File: src/sv/vmalu_pkg.sv
// Shared constants, opcode and status codes, and types for the VM register ALU.
// No dependencies. Imported by the divider, the register RAM user and the top level.
`default_nettype none

package vmalu_pkg;

  localparam int DATA_W   = 32;
  localparam int NUM_REGS = 8;
  localparam int IDX_W    = (NUM_REGS > 1) ? $clog2(NUM_REGS) : 1;
  localparam int CNT_W    = $clog2(DATA_W);

  localparam logic [3:0] REG_A = 4'd0;

  localparam logic [4:0] MODE_LOAD  = 5'd0;
  localparam logic [4:0] MODE_MOVR  = 5'd1;
  localparam logic [4:0] MODE_ADD   = 5'd2;
  localparam logic [4:0] MODE_SUB   = 5'd3;
  localparam logic [4:0] MODE_MUL   = 5'd4;
  localparam logic [4:0] MODE_MOD   = 5'd5;
  localparam logic [4:0] MODE_DIV   = 5'd6;
  localparam logic [4:0] MODE_INCR  = 5'd7;
  localparam logic [4:0] MODE_DECR  = 5'd8;
  localparam logic [4:0] MODE_EQ    = 5'd9;
  localparam logic [4:0] MODE_GE    = 5'd10;
  localparam logic [4:0] MODE_LE    = 5'd11;
  localparam logic [4:0] MODE_GOTO  = 5'd12;
  localparam logic [4:0] MODE_JMPZ  = 5'd13;
  localparam logic [4:0] MODE_JPNZ  = 5'd14;
  localparam logic [4:0] MODE_SHIFT = 5'd15;
  localparam logic [4:0] MODE_NOP   = 5'd16;
  localparam logic [4:0] MODE_END   = 5'd17;

  localparam logic [1:0] ST_OK  = 2'd0;
  localparam logic [1:0] ST_ERR = 2'd1;
  localparam logic [1:0] ST_END = 2'd2;

  typedef struct packed {
    logic              start;
    logic [DATA_W-1:0] dividend;
    logic [DATA_W-1:0] divisor;
  } div_req_t;

  typedef struct packed {
    logic              done;
    logic [DATA_W-1:0] quotient;
    logic [DATA_W-1:0] remainder;
  } div_rsp_t;

  function automatic logic [DATA_W-1:0] mag(input logic [DATA_W-1:0] v);
    return v[DATA_W-1] ? ('0 - v) : v;
  endfunction

endpackage

`default_nettype wire

File: src/sv/vmalu_ram.sv
// Generic RAM: one write port, two read ports with registered read data.
// No dependencies; used for the register file.
`default_nettype none

module vmalu_ram #(
  parameter int WIDTH = 32,
  parameter int DEPTH = 8,
  localparam int AW = (DEPTH > 1) ? $clog2(DEPTH) : 1
) (
  input  wire logic             clk,
  input  wire logic             we,
  input  wire logic [AW-1:0]    waddr,
  input  wire logic [WIDTH-1:0] wdata,
  input  wire logic [AW-1:0]    raddr_a,
  output logic      [WIDTH-1:0] rdata_a,
  input  wire logic [AW-1:0]    raddr_b,
  output logic      [WIDTH-1:0] rdata_b
);

  logic [WIDTH-1:0] mem [DEPTH];

  always_ff @(posedge clk) begin
    if (we) begin
      mem[waddr] <= wdata;
    end
    rdata_a <= mem[raddr_a];
    rdata_b <= mem[raddr_b];
  end

endmodule

`default_nettype wire

File: src/sv/vmalu_div.sv
// Iterative signed divider: restoring division on magnitudes, one quotient bit per cycle.
// Depends on vmalu_pkg (widths, request/response structs, mag()).
`default_nettype none

module vmalu_div (
  input  wire logic                clk,
  input  wire logic                rst_n,
  input  wire vmalu_pkg::div_req_t req,
  output vmalu_pkg::div_rsp_t      rsp
);

  import vmalu_pkg::*;

  logic [DATA_W-1:0] quo_r, quo_nxt;
  logic [DATA_W-1:0] rem_r, rem_nxt;
  logic [DATA_W-1:0] dmag_r, dmag_nxt;
  logic              neg_q_r, neg_q_nxt;
  logic              neg_r_r, neg_r_nxt;
  logic [CNT_W-1:0]  cnt_r, cnt_nxt;
  logic              busy_r, busy_nxt;
  logic              done_r, done_nxt;
  logic [DATA_W:0]   sh;
  logic [DATA_W:0]   diff;

  assign sh   = {rem_r, quo_r[DATA_W-1]};
  assign diff = sh - {1'b0, dmag_r};

  always_comb begin
    quo_nxt   = quo_r;
    rem_nxt   = rem_r;
    dmag_nxt  = dmag_r;
    neg_q_nxt = neg_q_r;
    neg_r_nxt = neg_r_r;
    cnt_nxt   = cnt_r;
    busy_nxt  = busy_r;
    done_nxt  = 1'b0;
    if (req.start) begin
      quo_nxt   = mag(req.dividend);
      rem_nxt   = '0;
      dmag_nxt  = mag(req.divisor);
      neg_q_nxt = req.dividend[DATA_W-1] ^ req.divisor[DATA_W-1];
      neg_r_nxt = req.dividend[DATA_W-1];
      cnt_nxt   = '0;
      busy_nxt  = 1'b1;
    end else if (busy_r) begin
      // keep the shifted remainder when the trial subtract goes negative
      rem_nxt = diff[DATA_W] ? sh[DATA_W-1:0] : diff[DATA_W-1:0];
      quo_nxt = {quo_r[DATA_W-2:0], ~diff[DATA_W]};
      cnt_nxt = cnt_r + 1'b1;
      if (cnt_r == CNT_W'(DATA_W - 1)) begin
        busy_nxt = 1'b0;
        done_nxt = 1'b1;
      end
    end
  end

  always_ff @(posedge clk) begin
    if (!rst_n) begin
      cnt_r  <= '0;
      busy_r <= 1'b0;
      done_r <= 1'b0;
    end else begin
      cnt_r  <= cnt_nxt;
      busy_r <= busy_nxt;
      done_r <= done_nxt;
    end
    quo_r   <= quo_nxt;
    rem_r   <= rem_nxt;
    dmag_r  <= dmag_nxt;
    neg_q_r <= neg_q_nxt;
    neg_r_r <= neg_r_nxt;
  end

  assign rsp.done      = done_r;
  assign rsp.quotient  = neg_q_r ? ('0 - quo_r) : quo_r;
  assign rsp.remainder = neg_r_r ? ('0 - rem_r) : rem_r;

endmodule

`default_nettype wire

File: src/sv/vm_register_alu_execute.sv
// Each accepted instruction passes through S_EXEC and then S_OUT; div and mod
// pass through S_DIV between them (one quotient bit per cycle in the shared divider).
// No new transaction is accepted while one is in flight;
// in_stall stays high from accept until the result transaction completes.
// Reset (synchronous, active low) clears code_base and reads all registers as zero.
// Depends on vmalu_pkg, vmalu_ram and vmalu_div.
`default_nettype none

module vm_register_alu_execute (
  input  wire logic        clk,
  input  wire logic        rst_n,
  input  wire logic        cfg_wr_en,
  input  wire logic [31:0] cfg_wr_data,
  input  wire logic        in_valid,
  output logic             in_stall,
  input  wire logic [4:0]  in_mode,
  input  wire logic [3:0]  in_first_reg,
  input  wire logic [3:0]  in_second_reg,
  input  wire logic signed [31:0] in_immediate,
  output logic             out_valid,
  input  wire logic        out_stall,
  output logic [1:0]       out_status,
  output logic             out_jump_taken,
  output logic [31:0]      out_jump_target,
  output logic             out_dest_written,
  output logic [3:0]       out_dest_index,
  output logic signed [31:0] out_dest_value
);

  import vmalu_pkg::*;

  typedef enum logic [3:0] {
    S_IDLE = 4'b0001,
    S_EXEC = 4'b0010,
    S_DIV  = 4'b0100,
    S_OUT  = 4'b1000
  } state_t;

  typedef struct packed {
    logic [1:0]        status;
    logic              jt;
    logic [DATA_W-1:0] target;
    logic              wr;
    logic [3:0]        didx;
    logic [DATA_W-1:0] dval;
  } res_t;

  state_t            state_r, state_nxt;
  logic [DATA_W-1:0] code_base_r;
  logic [4:0]        mode_r;
  logic [3:0]        rf_r;
  logic [3:0]        rs_r;
  logic [DATA_W-1:0] imm_r;
  logic              a_vld_r;
  logic              b_vld_r;
  logic [NUM_REGS-1:0] reg_valid_r;
  res_t              res_r;

  logic              accept;
  logic [IDX_W-1:0]  raddr_a;
  logic [IDX_W-1:0]  raddr_b;
  logic [DATA_W-1:0] rdata_a;
  logic [DATA_W-1:0] rdata_b;
  logic [DATA_W-1:0] a;
  logic [DATA_W-1:0] b;
  logic              rf_bad;
  logic              rs_bad;
  logic [DATA_W-1:0] prod;
  logic [DATA_W-1:0] shl_cnt;
  logic [DATA_W-1:0] shift_val;
  logic              div_go;
  logic              finish;
  res_t              res;
  div_req_t          div_req;
  div_rsp_t          div_rsp;

  assign accept   = in_valid && !in_stall;
  assign in_stall = (state_r != S_IDLE);

  // jmpz/jpnz test register A through port a
  assign raddr_a = (in_mode == MODE_JMPZ || in_mode == MODE_JPNZ) ? IDX_W'(REG_A)
                                                                  : in_first_reg[IDX_W-1:0];
  assign raddr_b = in_second_reg[IDX_W-1:0];

  vmalu_ram #(
    .WIDTH (DATA_W),
    .DEPTH (NUM_REGS)
  ) u_regs (
    .clk     (clk),
    .we      (finish && res.wr),
    .waddr   (res.didx[IDX_W-1:0]),
    .wdata   (res.dval),
    .raddr_a (raddr_a),
    .rdata_a (rdata_a),
    .raddr_b (raddr_b),
    .rdata_b (rdata_b)
  );

  assign a      = a_vld_r ? rdata_a : '0;
  assign b      = b_vld_r ? rdata_b : '0;
  assign rf_bad = ({1'b0, rf_r} >= 5'(NUM_REGS));
  assign rs_bad = ({1'b0, rs_r} >= 5'(NUM_REGS));
  assign prod   = a * b;

  // positive count: arithmetic right; negative count: left by its magnitude
  assign shl_cnt = '0 - imm_r;
  always_comb begin
    if (imm_r[DATA_W-1]) begin
      shift_val = (shl_cnt >= 32'd32) ? '0 : (a << shl_cnt[CNT_W-1:0]);
    end else if (imm_r >= 32'd32) begin
      shift_val = {DATA_W{a[DATA_W-1]}};
    end else begin
      shift_val = DATA_W'($signed(a) >>> imm_r[CNT_W-1:0]);
    end
  end

  always_comb begin
    res    = '0;
    div_go = 1'b0;
    if (state_r == S_DIV) begin
      res.wr   = 1'b1;
      res.didx = REG_A;
      res.dval = (mode_r == MODE_MOD) ? div_rsp.remainder : div_rsp.quotient;
    end else begin
      case (mode_r)
        MODE_LOAD: begin
          if (rf_bad) begin
            res.status = ST_ERR;
          end else begin
            res.wr   = 1'b1;
            res.didx = rf_r;
            res.dval = imm_r;
          end
        end
        MODE_MOVR: begin
          if (rf_bad || rs_bad) begin
            res.status = ST_ERR;
          end else begin
            res.wr   = 1'b1;
            res.didx = rf_r;
            res.dval = b;
          end
        end
        MODE_ADD, MODE_SUB, MODE_MUL, MODE_EQ, MODE_GE, MODE_LE: begin
          if (rf_bad || rs_bad) begin
            res.status = ST_ERR;
          end else begin
            res.wr   = 1'b1;
            res.didx = REG_A;
            case (mode_r)
              MODE_ADD: res.dval = a + b;
              MODE_SUB: res.dval = a - b;
              MODE_MUL: res.dval = prod;
              MODE_EQ:  res.dval = DATA_W'(a == b);
              MODE_GE:  res.dval = DATA_W'($signed(a) >= $signed(b));
              default:  res.dval = DATA_W'($signed(a) <= $signed(b));
            endcase
          end
        end
        MODE_MOD, MODE_DIV: begin
          if (rf_bad || rs_bad || b == '0) begin
            res.status = ST_ERR;
          end else begin
            div_go = 1'b1;
          end
        end
        MODE_INCR, MODE_DECR: begin
          if (rf_bad) begin
            res.status = ST_ERR;
          end else begin
            res.wr   = 1'b1;
            res.didx = REG_A;
            res.dval = (mode_r == MODE_INCR) ? a + 1'b1 : a - 1'b1;
          end
        end
        MODE_GOTO: begin
          if (rf_bad) begin
            res.status = ST_ERR;
          end else begin
            res.jt     = 1'b1;
            res.target = code_base_r + a;
          end
        end
        MODE_JMPZ, MODE_JPNZ: begin
          if ((mode_r == MODE_JMPZ) == (a == '0)) begin
            res.jt     = 1'b1;
            res.target = code_base_r + imm_r;
          end
        end
        MODE_SHIFT: begin
          if (rf_bad) begin
            res.status = ST_ERR;
          end else begin
            res.wr   = 1'b1;
            res.didx = rf_r;
            res.dval = shift_val;
          end
        end
        MODE_NOP: begin
        end
        MODE_END: begin
          res.status = ST_END;
        end
        default: begin
          res.status = ST_ERR;
        end
      endcase
    end
  end

  assign div_req.start    = (state_r == S_EXEC) && div_go;
  assign div_req.dividend = a;
  assign div_req.divisor  = b;

  vmalu_div u_div (
    .clk   (clk),
    .rst_n (rst_n),
    .req   (div_req),
    .rsp   (div_rsp)
  );

  assign finish = ((state_r == S_EXEC) && !div_go) || ((state_r == S_DIV) && div_rsp.done);

  always_comb begin
    state_nxt = state_r;
    case (state_r)
      S_IDLE: if (accept) state_nxt = S_EXEC;
      S_EXEC: state_nxt = div_go ? S_DIV : S_OUT;
      S_DIV:  if (div_rsp.done) state_nxt = S_OUT;
      S_OUT:  if (!out_stall) state_nxt = S_IDLE;
      default: state_nxt = S_IDLE;
    endcase
  end

  always_ff @(posedge clk) begin
    if (!rst_n) begin
      state_r     <= S_IDLE;
      code_base_r <= '0;
      reg_valid_r <= '0;
    end else begin
      state_r <= state_nxt;
      if (cfg_wr_en) begin
        code_base_r <= cfg_wr_data;
      end
      if (finish && res.wr) begin
        reg_valid_r[res.didx[IDX_W-1:0]] <= 1'b1;
      end
    end
    if (accept) begin
      mode_r  <= in_mode;
      rf_r    <= in_first_reg;
      rs_r    <= in_second_reg;
      imm_r   <= in_immediate;
      a_vld_r <= reg_valid_r[raddr_a];
      b_vld_r <= reg_valid_r[raddr_b];
    end
    if (finish) begin
      res_r <= res;
    end
  end

  assign out_valid        = (state_r == S_OUT);
  assign out_status       = res_r.status;
  assign out_jump_taken   = res_r.jt;
  assign out_jump_target  = res_r.target;
  assign out_dest_written = res_r.wr;
  assign out_dest_index   = res_r.didx;
  assign out_dest_value   = res_r.dval;

  a_accept_exec: assert property (@(posedge clk) disable iff (!rst_n)
    accept |=> (state_r == S_EXEC))
    else $error("accepted transaction did not enter execute");

  a_write_then_out: assert property (@(posedge clk) disable iff (!rst_n)
    (finish && res.wr) |=> out_valid && out_dest_written)
    else $error("register write without matching result");

  a_err_no_effect: assert property (@(posedge clk) disable iff (!rst_n)
    (out_valid && out_status == ST_ERR) |-> (!out_dest_written && !out_jump_taken))
    else $error("error result carries a write or a jump");

  a_div_only_busy: assert property (@(posedge clk) disable iff (!rst_n)
    div_rsp.done |-> (state_r == S_DIV))
    else $error("divider finished outside divide state");

endmodule

`default_nettype wire
File: config.mk
export PLATFORM = sky130hd
export DESIGN_NAME = vm_register_alu_execute
export DESIGN_NICKNAME = d
export VERILOG_FILES = /design/src/sv/vmalu_pkg.sv /design/src/sv/vmalu_ram.sv /design/src/sv/vmalu_div.sv /design/src/sv/vm_register_alu_execute.sv
export SDC_FILE = /design/constraint.sdc
export NUM_CORES = 2
export LEC_CHECK = 0
export ABC_CLOCK_PERIOD_IN_PS = 16900
export BUFFER_PORTS_ARGS = -buffer_cell sky130_fd_sc_hd__buf_4
export CAP_MARGIN = 20
export CORE_ASPECT_RATIO = 0.5
export CORE_MARGIN = 2
export CORE_UTILIZATION = 55
export DETAILED_ROUTE_END_ITERATION = 10
export GPL_TIMING_DRIVEN = 0
export PLACE_DENSITY = 0.77
export SYNTH_ARGS = -nofsm -noshare
export SYNTH_HDL_FRONTEND = slang
export SYNTH_HIERARCHICAL = 1
export SYNTH_SLANG_ARGS = --single-unit
File: constraint.sdc
create_clock -name clk -period 16.9 [get_ports clk]
set_clock_uncertainty 0.15 [all_clocks]
set_input_delay 1.69 -clock clk [delete_from_list [all_inputs] [get_ports clk]]
set_output_delay 1.69 -clock clk [all_outputs]
set_load 0.01 [all_outputs]
==> qor.yml <==
cts_resized: 0
clock_latency_ns: 0.65
filler_cell_count: 8376
synth_cell_types: 108
synth_nets: 6704
setup_viol: 0
status: "completed"
vdd_drop_max_mv: 0.1014
power_frac_clock: 0.286
die_w_um: 459.5
cts_max_path_buffers: 3
drive_gt1_frac: 0.1036
tritoncts: "yes"
synthFlopType: "edfxtp_1"
grt_pass1_wl_um: 360100
drv_cap: 0
io_buffers: 154
critPathLaunchType: "flop"
synth_area_um2: 57070
seqCellArea_um2: 16100
rsz0062_at_grt: "false"
comb_power_share: 0.345
avgSynthCellArea_um2: 9.679
ys_ff_latch: 585
wl_per_cell_um: 33.91
start_util: 0.5556
cellPowerDensity_nw_per_um2: 70.12
p_leak_nw: 25.02
setup_ws_ns: 4.618
power_mw: 4.414
fin_util: 0.6130
hold_viol_final: 0
io_pins: 156
overflow: 0
antenna_left: 0
worst_pin_slew_ns: 1.324
ys.warnings.count: 6
drc: 0
top_register: "u_regs/mem"
hold_path_class: "flop to flop"
fp-row-count: 83
slew_headroom: 0.1173
hold_ws_ns: 0.3642
cpPeakStageDelay_ns: 0.88
syn_inst: 5896
period_needed_ns: 12.28
drt_iter0_drc: 8739
cts.clk_slew.worst_paths_ns: 0.07
arrival_ns: 12.26
fin_area_um2: 62960
critPathCaptureType: "flop"
finalCritPeriodShare: 0.7268
grt_max_degree: 63
crit_required_ns: 16.87
gp_congestion: 1.128
antenna_found_initial: 22
worst_path_max_delay_cell: "clkbuf_2"
dp.cells: 7474
die_h_um: 231.8
tns_ns: 0
fin_cells: 7591
cts_made_buffers: 51
htree_num_levels: 2
cts.sinks: 585
vias: 52494
layout_commonest_cell: "nor2_1"
dp_slack_ns: 5.249
first_pass_iters: 11
postCtsSetupBuffers: 0
dp_hpwl_um: 200000
final_cell_mix: "nor2_1 (648), inv_1 (604), nand2_1 (542), edfxtp_1 (438), fa_1 (414)"
multi_input_area_um2: 37320
holdBufCountCts: 0
nNetsFinal: 6981
path_class: "flop to flop"
root_buffer: "clkbuf_16"
routed_wl_um: 257400
slew_viol_final: 0
dieArea_um2: 106500
syn_to_final_growth_pct: 10.32
p_seq_frac: 0.369
track_usage: 0.4767
largest_reg_flops: 256
grt_pass1_vias: 50035
placed_cell_area_um2: 61050
path_max_fanout: 17
fmax_mhz: 81.42
viasPerCell: 6.915
p_int_mw: 2.754
yosysSeqAreaShare: 0.2820
core_um2: 102700
p_switching_mw: 1.660
async_flop_share: 0
p_sw_frac: 0.3761
cpMostUsedCell: "fa_1"
synth_edf_count: 438
==> worst max-delay path, delay by kind of cell, from the launching register on <==
kind | cells | cell delay, ns
flops | 1 | 0.45
compound gates | 8 | 2.45
simple gates | 2 | 1.46
buf+inv | 10 | 2.33
xor+xnor | 1 | 0.17
fa+ha+maj | 10 | 4.64
==> cell usage after synthesis, types with 43 or more instances <==
| cell type | n | area, um^2 |
|---|---|---|
| nor2_1 | 654 | 2455 |
| inv_1 | 605 | 2271 |
| nand2_1 | 542 | 2034 |
| edfxtp_1 | 438 | 13150 |
| fa_1 | 414 | 8288 |
| a21oi_1 | 319 | 1597 |
| ha_1 | 312 | 3904 |
| o21ai_0 | 281 | 1406 |
| xnor2_1 | 253 | 2216 |
| clkbuf_1 | 224 | 840.8 |
| dfxtp_1 | 147 | 2943 |
| mux2i_1 | 121 | 1211 |
| xor2_1 | 114 | 998.5 |
| mux4_2 | 90 | 2027 |
| mux2_2 | 84 | 945.9 |
| mux4_1 | 80 | 2102 |
| a21o_1 | 65 | 488.0 |
| a211oi_1 | 64 | 480.5 |
| nand3_1 | 62 | 310.3 |
| o31ai_1 | 57 | 427.9 |
| nand2b_1 | 54 | 337.8 |
| nor3_1 | 52 | 260.3 |
| or3_1 | 49 | 306.5 |
| buf_1 | 48 | 180.2 |
| and2_1 | 46 | 287.8 |
| nor4_1 | 43 | 269.0 |
==> cell type report <==
| type | count | share of cell area |
|---|---|---|
| Antenna cell | 15 | 0.0005962 |
| Buffer | 329 | 0.02281 |
| Clock buffer | 73 | 0.02353 |
| Clock inverter | 23 | 0.004392 |
| Inverter | 626 | 0.03736 |
| Multi-Input combinational cell | 4356 | 0.5928 |
| Sequential cell | 585 | 0.2557 |
| Tap cell | 1360 | 0.02703 |
| Timing Repair Buffer | 224 | 0.03581 |
==> logic make-up (layout without fill, tap and decap cells) <==
logic type,Yosys count,after routing,share of synthesized area
buffers and inverters,955,1275,0.06604
and+or+nand+nor,1689,1689,0.1353
DFF,585,585,0.2820
muxes,375,375,0.1102
other,1,16,0.00006571
adders and majority gates,732,732,0.2147
AOI/OAI and AO/OA,1191,1191,0.1351
xor gates and xnor gates,368,368,0.05661
==> power groups by stage <==
stage	Combinational (mW)	Clock, mW	Sequential, mW
CTS	1.44	1.27	1.62
floorplan	0.902	0	1.63
finish	1.52	1.26	1.63
global route	1.58	1.32	1.63
global placement	1.39	0	1.65
detailed placement	1.43	0	1.65
==> routing by layer <==
metal  share of wire  track usage
met3            0.16       0.1972
met2            0.39       0.6503
met1            0.39       0.6564
met4           0.056       0.2172
met5         0.00071     0.009502
==> worst paths after layout <==
path | startpoint | depth (start not counted) | slack [ns] | to
worst max-delay path | a_vld_r | 31 | 4.62 | u_regs/mem[3][28]
worst min register to register | u_div/cnt_r[4] | 2 | 0.36 | u_div/cnt_r[4]
worst max register to register | a_vld_r | 31 | 4.62 | u_regs/mem[3][28]
worst min-delay path | u_div/cnt_r[4] | 2 | 0.36 | u_div/cnt_r[4]
Note: power is estimated with default switching activity, not from simulation.
